**src/sv/sra_pkg.sv**
```systemverilog
package sra_pkg;

	localparam int ADDR_W   = 32;
	localparam int WORD_W   = 32;
	localparam int SIZE_W   = 16;
	localparam int ALIGN_W  = 13;
	localparam int STATUS_W = 3;

	localparam logic [WORD_W-1:0] FREE_BIT = 32'h8000_0000;
	localparam logic [WORD_W-1:0] PAD_WORD = 32'hffff_ffff;

	localparam logic MODE_ALLOC = 1'b0;
	localparam logic MODE_FREE  = 1'b1;

	localparam logic [STATUS_W-1:0] ST_ALLOCATED     = 3'd0;
	localparam logic [STATUS_W-1:0] ST_ALLOC_BACKING = 3'd1;
	localparam logic [STATUS_W-1:0] ST_FREED         = 3'd2;
	localparam logic [STATUS_W-1:0] ST_FREE_BACKING  = 3'd3;
	localparam logic [STATUS_W-1:0] ST_NULL_IGNORED  = 3'd4;

	// Mask of the effective alignment: the largest power of two not above
	// the request, at least four, minus one.
	function automatic logic [ALIGN_W-1:0] align_mask(input logic [ALIGN_W-1:0] a);
		logic [ALIGN_W-1:0] m;
		m = ALIGN_W'(3);
		for (int j = 2; j < ALIGN_W; j++) begin
			m[j] = |(a >> (j + 1));
		end
		return m;
	endfunction

endpackage

```
**src/sv/sra_ctrl.sv**
```systemverilog
module sra_ctrl
	import sra_pkg::*;
#(
	parameter int RING_BYTES = 16384
) (
	input  logic                clk,
	input  logic                arst_n,
	input  logic [ADDR_W-1:0]   base,
	input  logic                start,
	output logic                busy,
	input  logic                mode,
	input  logic [SIZE_W-1:0]   req_size,
	input  logic [ALIGN_W-1:0]  align,
	input  logic [ADDR_W-1:0]   addr,
	output logic                done,
	output logic [ADDR_W-1:0]   result_addr,
	output logic [STATUS_W-1:0] status,
	output logic                mem_we,
	output logic [$clog2(RING_BYTES)-3:0] mem_addr,
	output logic [WORD_W-1:0]   mem_wdata,
	input  logic [WORD_W-1:0]   mem_rdata
);

	localparam int RING_WORDS = RING_BYTES / 4;
	localparam int OFF_W      = $clog2(RING_BYTES);
	localparam int IW         = OFF_W - 2;
	localparam int ABS_W      = ADDR_W + 2;
	localparam int MX         = (OFF_W > ALIGN_W) ? OFF_W : ALIGN_W;
	localparam int DW         = MX + 1;
	localparam int EW         = ((DW > SIZE_W + 1) ? DW : SIZE_W + 1) + 1;
	localparam int NW         = $clog2(RING_WORDS + 1);

	localparam logic [EW-1:0]     R_E   = EW'(RING_BYTES);
	localparam logic [WORD_W-1:0] R_W   = WORD_W'(RING_BYTES);
	localparam logic [ADDR_W:0]   R_X   = (ADDR_W + 1)'(RING_BYTES);
	localparam logic [NW-1:0]     N_MAX = NW'(RING_WORDS);

	typedef enum logic [3:0] {
		IDLE, A_ADDR, A_DATA, A_END, A_FIT, A_PAD,
		F_CHECK, F_RANGE, F_WALK, F_ADV, F_HDR
	} state_t;

	state_t              state_q;
	logic [OFF_W-1:0]    alloc_q, free_q, h_q;
	logic [SIZE_W:0]     size_q;
	logic [ALIGN_W-1:0]  mask_q;
	logic [ADDR_W-1:0]   addr_q;
	logic                wrapped_q;
	logic [ABS_W-1:0]    abs_q;
	logic [DW-1:0]       d_q;
	logic [EW-1:0]       end_q;
	logic [IW:0]         pw_q;
	logic [ADDR_W:0]     off_q;
	logic [IW-1:0]       fw_q;
	logic [NW-1:0]       n_q;
	logic                done_q;
	logic [ADDR_W-1:0]   result_addr_q;
	logic [STATUS_W-1:0] status_q;

	logic                fit_over, in_use_w, pad_more, off_out, walk_pad, adv_stop, hdr_stop;
	logic [OFF_W-1:0]    end_wrap;
	logic [IW-1:0]       off_w;
	logic [30:0]         step;
	logic [WORD_W-1:0]   adv_sum;
	logic [OFF_W-1:0]    free_next;
	logic [ADDR_W:0]     diff;

	assign busy        = (state_q != IDLE);
	assign done        = done_q;
	assign result_addr = result_addr_q;
	assign status      = status_q;

	always_comb begin
		fit_over = (end_q > R_E);
		end_wrap = (end_q == R_E) ? '0 : end_q[OFF_W-1:0];
		if (free_q == alloc_q) begin
			in_use_w = 1'b0;
		end else if (alloc_q > free_q) begin
			in_use_w = (end_wrap >= free_q) && (end_wrap < alloc_q);
		end else begin
			in_use_w = (end_wrap >= free_q) || (end_wrap < alloc_q);
		end
		pad_more  = ((DW - 2)'(pw_q) < d_q[DW-1:2]);
		diff      = {1'b0, addr_q} - {1'b0, base};
		off_out   = off_q[ADDR_W] || (off_q >= R_X);
		off_w     = off_q[OFF_W-1:2];
		walk_pad  = (mem_rdata == PAD_WORD);
		adv_stop  = (free_q == alloc_q) || (n_q == N_MAX);
		step      = {mem_rdata[30:2], 2'b00};
		adv_sum   = WORD_W'(free_q) + {1'b0, step};
		hdr_stop  = !mem_rdata[31] || (step == '0) || (adv_sum > R_W);
		free_next = (adv_sum == R_W) ? '0 : adv_sum[OFF_W-1:0];
	end

	// Memory port: each read is issued in the state just before the one that uses
	// the data; every write lands before any later read of the same word.
	always_comb begin
		mem_we    = 1'b0;
		mem_addr  = '0;
		mem_wdata = '0;
		unique case (state_q)
			A_FIT: begin
				mem_addr = h_q[OFF_W-1:2];
				if (fit_over) begin
					mem_we    = !wrapped_q;
					mem_wdata = FREE_BIT | (R_W - WORD_W'(h_q));
				end else begin
					mem_we    = !in_use_w;
					mem_wdata = WORD_W'(end_q) - WORD_W'(h_q);
				end
			end
			A_PAD: begin
				mem_we    = pad_more;
				mem_addr  = pw_q[IW-1:0];
				mem_wdata = PAD_WORD;
			end
			F_RANGE: begin
				mem_addr = off_w - IW'(1);
			end
			F_WALK: begin
				if (walk_pad) begin
					mem_addr = fw_q - IW'(2);
				end else begin
					mem_we    = 1'b1;
					mem_addr  = fw_q - IW'(1);
					mem_wdata = mem_rdata | FREE_BIT;
				end
			end
			F_ADV: begin
				mem_addr = free_q[OFF_W-1:2];
			end
			default: begin
			end
		endcase
	end

	always_ff @(posedge clk or negedge arst_n) begin
		if (!arst_n) begin
			state_q   <= IDLE;
			alloc_q   <= '0;
			free_q    <= '0;
			done_q    <= 1'b0;
			wrapped_q <= 1'b0;
		end else begin
			done_q <= 1'b0;
			unique case (state_q)
				IDLE: begin
					if (start) begin
						size_q    <= ({1'b0, req_size} + (SIZE_W + 1)'(3)) & ~(SIZE_W + 1)'(3);
						mask_q    <= align_mask(align);
						addr_q    <= addr;
						h_q       <= alloc_q;
						wrapped_q <= 1'b0;
						state_q   <= (mode == MODE_FREE) ? F_CHECK : A_ADDR;
					end
				end
				A_ADDR: begin
					abs_q   <= ABS_W'(base) + ABS_W'(h_q) + ABS_W'(4) + ABS_W'(mask_q);
					state_q <= A_DATA;
				end
				A_DATA: begin
					d_q     <= DW'((abs_q & ~ABS_W'(mask_q)) - ABS_W'(base));
					state_q <= A_END;
				end
				A_END: begin
					end_q   <= EW'(d_q) + EW'(size_q);
					state_q <= A_FIT;
				end
				A_FIT: begin
					if (fit_over) begin
						if (!wrapped_q) begin
							h_q       <= '0;
							wrapped_q <= 1'b1;
							state_q   <= A_ADDR;
						end else begin
							result_addr_q <= '0;
							status_q      <= ST_ALLOC_BACKING;
							done_q        <= 1'b1;
							state_q       <= IDLE;
						end
					end else if (in_use_w) begin
						result_addr_q <= '0;
						status_q      <= ST_ALLOC_BACKING;
						done_q        <= 1'b1;
						state_q       <= IDLE;
					end else begin
						pw_q    <= (IW + 1)'(h_q[OFF_W-1:2]) + (IW + 1)'(1);
						state_q <= A_PAD;
					end
				end
				A_PAD: begin
					if (pad_more) begin
						pw_q <= pw_q + (IW + 1)'(1);
					end else begin
						alloc_q       <= end_wrap;
						result_addr_q <= base + ADDR_W'(d_q);
						status_q      <= ST_ALLOCATED;
						done_q        <= 1'b1;
						state_q       <= IDLE;
					end
				end
				F_CHECK: begin
					if (addr_q == '0) begin
						result_addr_q <= '0;
						status_q      <= ST_NULL_IGNORED;
						done_q        <= 1'b1;
						state_q       <= IDLE;
					end else begin
						off_q   <= diff;
						state_q <= F_RANGE;
					end
				end
				F_RANGE: begin
					if (off_out) begin
						result_addr_q <= '0;
						status_q      <= ST_FREE_BACKING;
						done_q        <= 1'b1;
						state_q       <= IDLE;
					end else begin
						fw_q    <= off_w;
						n_q     <= '0;
						state_q <= (off_w == '0) ? F_ADV : F_WALK;
					end
				end
				F_WALK: begin
					if (walk_pad) begin
						fw_q <= fw_q - IW'(1);
						if (fw_q == IW'(1)) begin
							state_q <= F_ADV;
						end
					end else begin
						state_q <= F_ADV;
					end
				end
				F_ADV: begin
					if (adv_stop) begin
						result_addr_q <= '0;
						status_q      <= ST_FREED;
						done_q        <= 1'b1;
						state_q       <= IDLE;
					end else begin
						state_q <= F_HDR;
					end
				end
				F_HDR: begin
					if (hdr_stop) begin
						result_addr_q <= '0;
						status_q      <= ST_FREED;
						done_q        <= 1'b1;
						state_q       <= IDLE;
					end else begin
						free_q  <= free_next;
						n_q     <= n_q + NW'(1);
						state_q <= F_ADV;
					end
				end
				default: begin
					state_q <= IDLE;
				end
			endcase
		end
	end

endmodule

```
**config.mk**
```make
export PLATFORM = sky130hd
export DESIGN_NAME = sra_ctrl
export DESIGN_NICKNAME = d
export VERILOG_FILES = /design/src/sv/sra_pkg.sv /design/src/sv/sra_ctrl.sv
export SDC_FILE = /design/constraint.sdc
export NUM_CORES = 1
export LEC_CHECK = 0
export BUFFER_PORTS_ARGS = -buffer_cell sky130_fd_sc_hd__buf_2
export CAP_MARGIN = 20
export CORE_ASPECT_RATIO = 1.2
export CORE_MARGIN = 2
export CORE_UTILIZATION = 45
export CTS_CLUSTER_SIZE = 14
export DETAILED_ROUTE_END_ITERATION = 8
export PLACE_DENSITY = 0.63
export SYNTH_ARGS = -nofsm -noshare
export SYNTH_HDL_FRONTEND = slang
export SYNTH_SLANG_ARGS = --single-unit
```
**constraint.sdc**
```tcl
create_clock -name clk -period 5.8 [get_ports clk]
set_clock_uncertainty 0.15 [all_clocks]
set_input_delay 0.58 -clock clk [delete_from_list [all_inputs] [get_ports clk]]
set_output_delay 0.58 -clock clk [all_outputs]
set_load 0.02 [all_outputs]
```
### Yosys cells after proc, flatten, opt, wreduce, memory -nomap -nowiden

Cells that the tools add are included.

* bitwise gates (word level): 5
* add/sub/neg operators: 17
* div/mod/pow operators: 0
* equality and inequality tests: 33
* multiplexer cells: 70
* multiply operators: 0
* reduce and logical (&&, ||, !) cells: 42
* shift-type cells: 0
* magnitude comparators: 7

Operators by type and width (number)
* 32-bit two-way mux: 10
* 32-bit one-hot mux with 6 select lines: 1
* 32-bit one-hot mux with 3 select lines: 1
* 14-bit two-way mux: 5
* 13-bit two-way mux: 5
* 12-bit one-hot mux with 5 select lines: 1
* 13-bit one-hot mux with 2 select lines: 2
* 4-bit one-hot mux with 11 select lines: 1
* 12-bit two-way mux: 3
* 33-bit by 15-bit >= comparator with 1-bit output (second input constant): 1
* 3-bit two-way mux: 11
* 32-bit by 32-bit subtractor with 33-bit output: 1
* 14-bit by 31-bit adder with 32-bit output: 1
* 32-bit by 15-bit adder with 32-bit output: 1
* 32-bit by 15-bit equality test with 1-bit output (second input constant): 1
* 32-bit equality test (second input constant): 1
* 32-bit by 15-bit > comparator with 1-bit output (second input constant): 1
* 32-bit logical NOT: 1
* 4-bit two-way mux: 8
* 29-bit logical NOT: 1
* 2-bit inequality test (second input constant): 14
* 14-bit one-hot mux with 2 select lines: 1
* 13-bit by 1-bit adder with 13-bit output (second input constant): 2
* 12-bit one-hot mux with 2 select lines: 1
* other kinds (55): 99

* memories: 0
* output and inout bits: 82
* bits in registers: 259
* logic and storage cells: 192
* memory bits (writable): 0
* input port bits: 129
* latch bits: 0
* memory bits (read-only): 0

### Depth between registers and ports, before layout

Gate-level depths: netlist (run 1).

* word-level depth: 9
* mapped depth: 16
* mapped depth without buffers: 16

### Worst setup path after synthesis (run 1)

OpenSTA, ideal clock, no wires.

* path type: reg-to-reg
* start point: register state_q[1]
* end point: register addr_q[0] (enable)
* cell stages (with the launch flop): 5
* setup time: 542 ps
* arrival time: 4986 ps
* data required time: 5108 ps
* buffers on the path: 1
* period minus slack after synthesis: 5679 ps
* path slack: 121 ps
* cells stage by stage: dfrtp_1 -> clkbuf_1 -> nor3_1 -> nand2_1 -> nor3_1

* longest elaborated chain between the ends: 2

RTL lines
* start, declared: line sra_ctrl.sv:43 `state_t state_q;`
* start signal, assigned: line sra_ctrl.sv:154 `state_q <= (mode == MODE_FREE) ? F_CHECK : A_ADDR;`
* start signal, assigned: line sra_ctrl.sv:222 `state_q <= (off_w == '0) ? F_ADV : F_WALK;`
* 4-bit logical NOT: line sra_ctrl.sv:146 `unique case (state_q)`
* 3-bit AND reduction (no source line)
* end signal, assigned: line sra_ctrl.sv:151 `addr_q <= addr;`
* end, declared: line sra_ctrl.sv:47 `logic [ADDR_W-1:0] addr_q;`

No other way between the ends.
A chain may end at the register's enable or synchronous reset.

### Worst setup path in the final report (run 1)

* start point: register h_q[4]
* end point: output mem_wdata[31]

* longest elaborated chain between the ends: 3

RTL lines
* start, declared: line sra_ctrl.sv:44 `logic [OFF_W-1:0] alloc_q, free_q, h_q;`
* start signal, assigned: line sra_ctrl.sv:152 `h_q <= alloc_q;`
* 18-bit by 14-bit subtractor with 19-bit output: line sra_ctrl.sv:109 `mem_wdata = WORD_W'(end_q) - WORD_W'(h_q);`
* 32-bit two-way mux: line sra_ctrl.sv:104 `if (fit_over) begin`
* 32-bit one-hot mux with 3 select lines: line sra_ctrl.sv:101 `unique case (state_q)`
* end, declared: line sra_ctrl.sv:20 `output logic [WORD_W-1:0] mem_wdata,`

No other way between the ends.

==> results of run 1 <==
cell usage in the layout (no fill, tap or decap), types with 32 or more instances in the layout:
cell      count
ha_1        185
nor3_1       52
dfrtp_1      32
mux2_2       32
xor2_1       50
nand3_1      53
o21ai_0     102
a21oi_1     120
xnor2_1     107
buf_2       207
edfxtp_1    221
nor4_1       44
nand2_1     113
nor2_1      162
a21o_1       48
inv_1       154
final timing paths:
| kind | from | to | slack [ns] | cells past startpoint |
|---|---|---|---|---|
| max | h_q[4] | mem_wdata[31] | 1.06 | 12 |
| min | addr[0] | addr_q[0] | 0.06 | 1 |
| max reg2reg | free_q[13] | result_addr[31] | 1.43 | 10 |
| min reg2reg | d_q[1] | end_q[1] | 0.39 | 0 |
| max in group asynchronous | arst_n | free_q[13] | 4.65 | 3 |
| min in group asynchronous | arst_n | alloc_q[1] | 0.46 | 3 |
through the flow:
step | hold slack (ns) | setup slack (ns)
detailed placement | 0.375 | 1.23
global route | 0.0446 | 0.794
floorplan | 0.134 | 0.121
finish | 0.0579 | 1.06
global placement | 0.379 | 1.29
CTS | 0.0390 | 1.05
critical path: stages, from the launching register on:
cell	delay, ns
edfxtp_1	0.69
inv_1	0.27
ha_1	0.37
inv_1	0.06
o21bai_1	0.14
a21o_1	0.16
a21oi_1	0.11
o31ai_1	0.54
o211a_1	0.30
o31ai_2	0.10
buf_4	0.21
or3_1	0.34
buf_2	0.16
cell families (layout without fill, tap and decap cells):
| group | Yosys count | count (layout) | synth area share (%) |
|---|---|---|---|
| AOI/OAI and AO/OA | 471 | 471 | 16.1 |
| and+or+nand+nor | 626 | 626 | 16.7 |
| muxes | 50 | 50 | 2.83 |
| other | 0 | 1 | 0 |
| buffers and inverters | 222 | 429 | 4.39 |
| adders and majority gates | 202 | 202 | 13.8 |
| xor gates and xnor gates | 157 | 157 | 7.20 |
| DFF | 253 | 253 | 38.9 |
what timing repair did:
item	in CTS	in global routing
gates resized for setup	0	0
hold buffers	1	0
hold endpoints to repair	32	0
setup endpoints to repair	0	0
final cells by class:
type	instances	area, µm²
fill	3878	20200
multi-input combinational	1506	10900
sequential	253	7440
timing repair buffer	227	1190
clock buffer	37	734
tap	546	683
inverter	154	578
clock inverter	11	129
antenna	1	2.50
sequential cells by signal, indices dropped and copies added (netlist names), 10 cells and up:
register,flops
abs_q,13
addr_q,32
alloc_q,14
d_q,15
end_q,18
free_q,12
fw_q,12
h_q,14
mask_q,10
n_q,13
off_q,31
pw_q,13
result_addr,32
size_q,15
routing by layer:
| metal | wire (µm) | global-route usage [%] |
|---|---|---|
| met4 | 1970 | 9.04 |
| met5 | 0 | 0 |
| met3 | 3170 | 3.08 |
| met1 | 23100 | 30.9 |
| met2 | 27000 | 43.6 |
power groups by stage:
stage / Clock (mW) / Combinational, mW / Sequential, mW
after floorplan: 0 / 2.02 / 2.62
after global placement: 0 / 2.74 / 2.72
after detailed placement: 0 / 2.80 / 2.72
after CTS: 1.77 / 2.83 / 2.69
after global routing: 1.83 / 3.15 / 2.72
final: 1.74 / 2.83 / 2.69
==> impl_metrics.tcl, run 1 <==
set metrics [dict create \
    status "completed" \
    vias_per_cell 5.81 \
    synthArstFlopShare_pct 12.6 \
    ios 211 \
    clk_latency_ns 0.56 \
    dp_hpwl_um 43400 \
    design_area_um2 21600 \
    syn_avg_cell_area_um2 9.65 \
    swShare_pct 37.3 \
    vias 15883 \
    grt_antenna_before_repair 0 \
    numClockSinks 253 \
    yosys_warnings 0 \
    start_kind "flop" \
    wirelength_um 55200 \
    worstMarginPinSlew_ns 1.01 \
    placed_area_um2 20700 \
    p_clk_share_pct 24.0 \
    cp_max_fo 14 \
    syn_nets 2311 \
    clockBufferDepth 3 \
    grt_pass1_vias 15842 \
    slew_viol_final 0 \
    grt_usage_pct 24.8 \
    synth_ff_type "edfxtp_1" \
    rsz0062_at_grt "false" \
    dieArea_um2 44100 \
    fin_tns_setup_ns 0 \
    cts_setup_buffers 0 \
    synth_area_leaders "edfxtp_1 (35%), ha_1 (12%), xnor2_1 (4.9%)" \
    ys_ff_latch 253 \
    syn_area_um2 19100 \
    cts_tree "done" \
    power.share.sequential_pct 37.1 \
    required_ns 5.07 \
    grt_overflow_total 0 \
    power_frac_comb_pct 38.9 \
    post-route-util_pct 51.7 \
    leakage_nw 9.03 \
    drt-initial-drc-count 1062 \
    final_nets 2498 \
    internal_power_mw 4.55 \
    cts_made_buffers 26 \
    critPathKind "flop to output port" \
    dp_cells 2685 \
    synth_area_leader_cell "edfxtp_1" \
    root_buffer "clkbuf_16" \
    avgRoutedWirePerCell_um 20.2 \
    p_sw_mw 2.70 \
    worstSetupEndpointType "output port" \
    layout_min_cycle_time_ns 4.74 \
    hp-class "input port to flop" \
    fin_cells 2735 \
    synthCells 1981 \
    ir_drop_uv 207 \
    dr.pass1.iters 8 \
    initial_core_util_pct 45.6 \
    grt_pass1_wl_um 85300 \
    die_h_um 230 \
    maxSlewHeadroom_pct 32.7 \
    syn2layout_area_growth_pct 13.2 \
    port_buffers 207 \
    htreeDepth 1 \
    hold_violations 0 \
    synth_top_area_share_pct 34.7 \
    layout-drive-gt1-share_pct 15.9 \
    fmax_mhz 211 \
    synthTopCellsByCount "edfxtp_1 (221), ha_1 (185), nor2_1 (164)" \
    final-setup-viol-count 0 \
    final_antenna_net_count 0 \
    gp_congestion 0.913 \
    critPathArrivalTime_ns 4.01 \
    synth-edff-count 221 \
    p_per_area_nw_per_um2 336 \
    clkTransAtPathRegs_ns 0.06 \
    core_area_um2 41900 \
    finalPower_mw 7.26 \
    ys_types 78 \
    period_share_pct 81.7 \
    drv_cap 0 \
    yosysMostFrequentCell "edfxtp_1" \
    placementRows 82 \
    synth-seq-area-share_pct 38.9 \
    drc_errors 0 \
    die_x_um 192 \
    grt_max_degree 58 \
]
(Power assumes the default switching activity.)
==> inputs of run 2 (changes only) <==
--- a/config.mk
+++ b/config.mk
@@ -12,7 +12,7 @@
 export CORE_UTILIZATION = 45
 export CTS_CLUSTER_SIZE = 14
 export DETAILED_ROUTE_END_ITERATION = 8
-export PLACE_DENSITY = 0.63
+export PLACE_DENSITY = 0.61
 export SYNTH_ARGS = -nofsm -noshare
 export SYNTH_HDL_FRONTEND = slang
 export SYNTH_SLANG_ARGS = --single-unit
==> constraint.sdc (replaced) <==
create_clock -name clk -period 4.5 [get_ports clk]
set_clock_uncertainty 0.15 [all_clocks]
set_input_delay 0.45 -clock clk [delete_from_list [all_inputs] [get_ports clk]]
set_output_delay 0.45 -clock clk [all_outputs]
set_load 0.02 [all_outputs]
==> impl_metrics.tcl, run 2 (synthesis results as in run 1) <==
set metrics [dict create \
    placementRows 82 \
    required_ns 3.90 \
    ios 211 \
    cts_tree "done" \
    hold_violations 0 \
    final-setup-viol-count 0 \
    critPathArrivalTime_ns 3.75 \
    worstSetupEndpointType "output port" \
    die_x_um 192 \
    grt_usage_pct 25.8 \
    start_kind "flop" \
    cp_cell_sequence "inv_1 > ha_1 > inv_1 > fa_1 > a21o_1 > a21oi_2 > o21bai_1 > a21o_1 > a21oi_2 > o31ai_2 > o211a_1 > o31ai_4 > buf_6 > or3_1 > buf_2" \
    root_buffer "clkbuf_16" \
    internal_power_mw 6.12 \
    crit_path_top_delay_cell "edfxtp_1" \
    htreeDepth 1 \
    slew_viol_final 0 \
    r2r_end "result_addr[13]" \
    layout_min_cycle_time_ns 4.35 \
    maxSlewHeadroom_pct 32.6 \
    dp_cells 2698 \
    period_share_pct 96.8 \
    core_area_um2 41900 \
    layout-drive-gt1-share_pct 16.7 \
    swShare_pct 37.1 \
    drc_errors 0 \
    dr.pass1.iters 7 \
    p_clk_share_pct 25.9 \
    gp_congestion 0.945 \
    min_to "mask_q[6]" \
    grt_overflow_total 0 \
    avgRoutedWirePerCell_um 20.4 \
    final_common_cell "edfxtp_1" \
    final_antenna_net_count 0 \
    whs_ns 0.0264 \
    cts_made_buffers 29 \
    initial_core_util_pct 45.6 \
    grt_antenna_before_repair 1 \
    fmax_mhz 230 \
    dp_hpwl_um 44500 \
    cpPeakStageDelay_ns 0.40 \
    placed_area_um2 20900 \
    critPathKind "flop to output port" \
    worstMarginPinSlew_ns 1.01 \
    wirelength_um 57100 \
    design_area_um2 22400 \
    p_sw_mw 3.61 \
    vias_per_cell 5.75 \
    clkTransAtPathRegs_ns 0.06 \
    drv_cap 0 \
    fillers 3819 \
    vias 16096 \
    port_buffers 207 \
    reg2reg_depth 13 \
    syn2layout_area_growth_pct 17.1 \
    ir_drop_uv 284 \
    power.share.sequential_pct 35.3 \
    grt_pass1_vias 16121 \
    final_nets 2559 \
    power_frac_comb_pct 38.8 \
    cp_max_fo 7 \
    die_h_um 230 \
    fin_cells 2797 \
    hp-class "input port to flop" \
    dieArea_um2 44100 \
    n_antenna_cell 0 \
    status "completed" \
    min_delay_path_depth 2 \
    finalPower_mw 9.73 \
    clk_latency_ns 0.57 \
    grt_pass1_wl_um 88300 \
    p_per_area_nw_per_um2 435 \
    ff2ff_setup_slack_ns 0.44 \
    clockBufferDepth 3 \
    numClockSinks 253 \
    layout_common_cells "edfxtp_1 (221), buf_2 (207), ha_1 (185)" \
    rr_startpoint "free_q[2]" \
    grt_max_degree 58 \
    drt-initial-drc-count 1058 \
    min_from "align[7]" \
    leakage_nw 9.35 \
]
## run 2: changes by cell type in the layout (fill, tap and decap cells not counted), sizes merged
cell	change
dlygate4sd3	+41
buf	+17
bufinv	+2
clkinvlp	+2
inv	+2
clkbuf	-1
diode	-1
## run 2: worst max-delay path by stage
stage | start | endpoint | cells after the start
after floorplan | mem_rdata[2] | n_q[0] | 14
after CTS | end_q[0] | mem_wdata[31] | 15
after global placement | mem_rdata[13] | result_addr[5] | 12
after global routing | end_q[0] | mem_wdata[31] | 15
after detailed placement | mem_rdata[13] | result_addr[4] | 12
final | end_q[0] | mem_wdata[31] | 15
## run 2: through the flow
stage | setup WS, ns | TNS, ns | util (%)
floorplan | 0.186 | 0 | -
global placement | 0.322 | 0 | 49.8
detailed placement | 0.291 | 0 | 49.8
CTS | 0.00779 | 0 | 53.3
global route | -0.0151 | -0.0235 | 53.4
finish | 0.146 | 0 | 53.4
## run 2: area by class of cell
cell class / count / area [µm²] / area share (%)
clock buffers: 36 / 772 / 3.45
multi-input cells: 1506 / 10900 / 48.7
flip-flops and latches: 253 / 7440 / 33.2
clock inverters: 17 / 231 / 1.03
well taps: 546 / 683 / 3.05
repair buffers: 285 / 1770 / 7.90
inverters: 154 / 578 / 2.58
## run 2: timing repair
action / 4_1_cts / 5_1_grt
hold buffers: 42 / 0
hold endpoints to repair: 49 / 0
pin swaps: 0 / 2
buffers inserted: 0 / 2
gates resized for setup: 3 / 5
setup endpoints to repair: 14 / 14
cloned: 0 / 1
## run 2: layer usage
metal	up-vias	wire length [µm]	global-route usage, %
met5	-	12	0
met4	2	2490	10.7
met3	126	3180	3.08
met2	509	27800	45.3
met1	7661	23700	31.9
li1	7798	-	-
## run 2: critical path: cells and delay by family, from the launching register on
kind	cells	cell delay, ns
AOI/OAI and AO/OA	8	1.61
adders and majority gates	2	0.57
buffers and inverters	4	0.49
DFF	1	0.40
and+or+nand+nor	1	0.11
## run 2: power groups by stage
| stage | Sequential (mW) | Combinational [mW] | Clock, mW |
|---|---|---|---|
| CTS | 3.43 | 3.76 | 2.57 |
| finish | 3.43 | 3.78 | 2.52 |
| floorplan | 3.37 | 2.61 | 0 |
| detailed placement | 3.47 | 3.70 | 0 |
| global placement | 3.47 | 3.64 | 0 |
| global route | 3.47 | 4.20 | 2.65 |
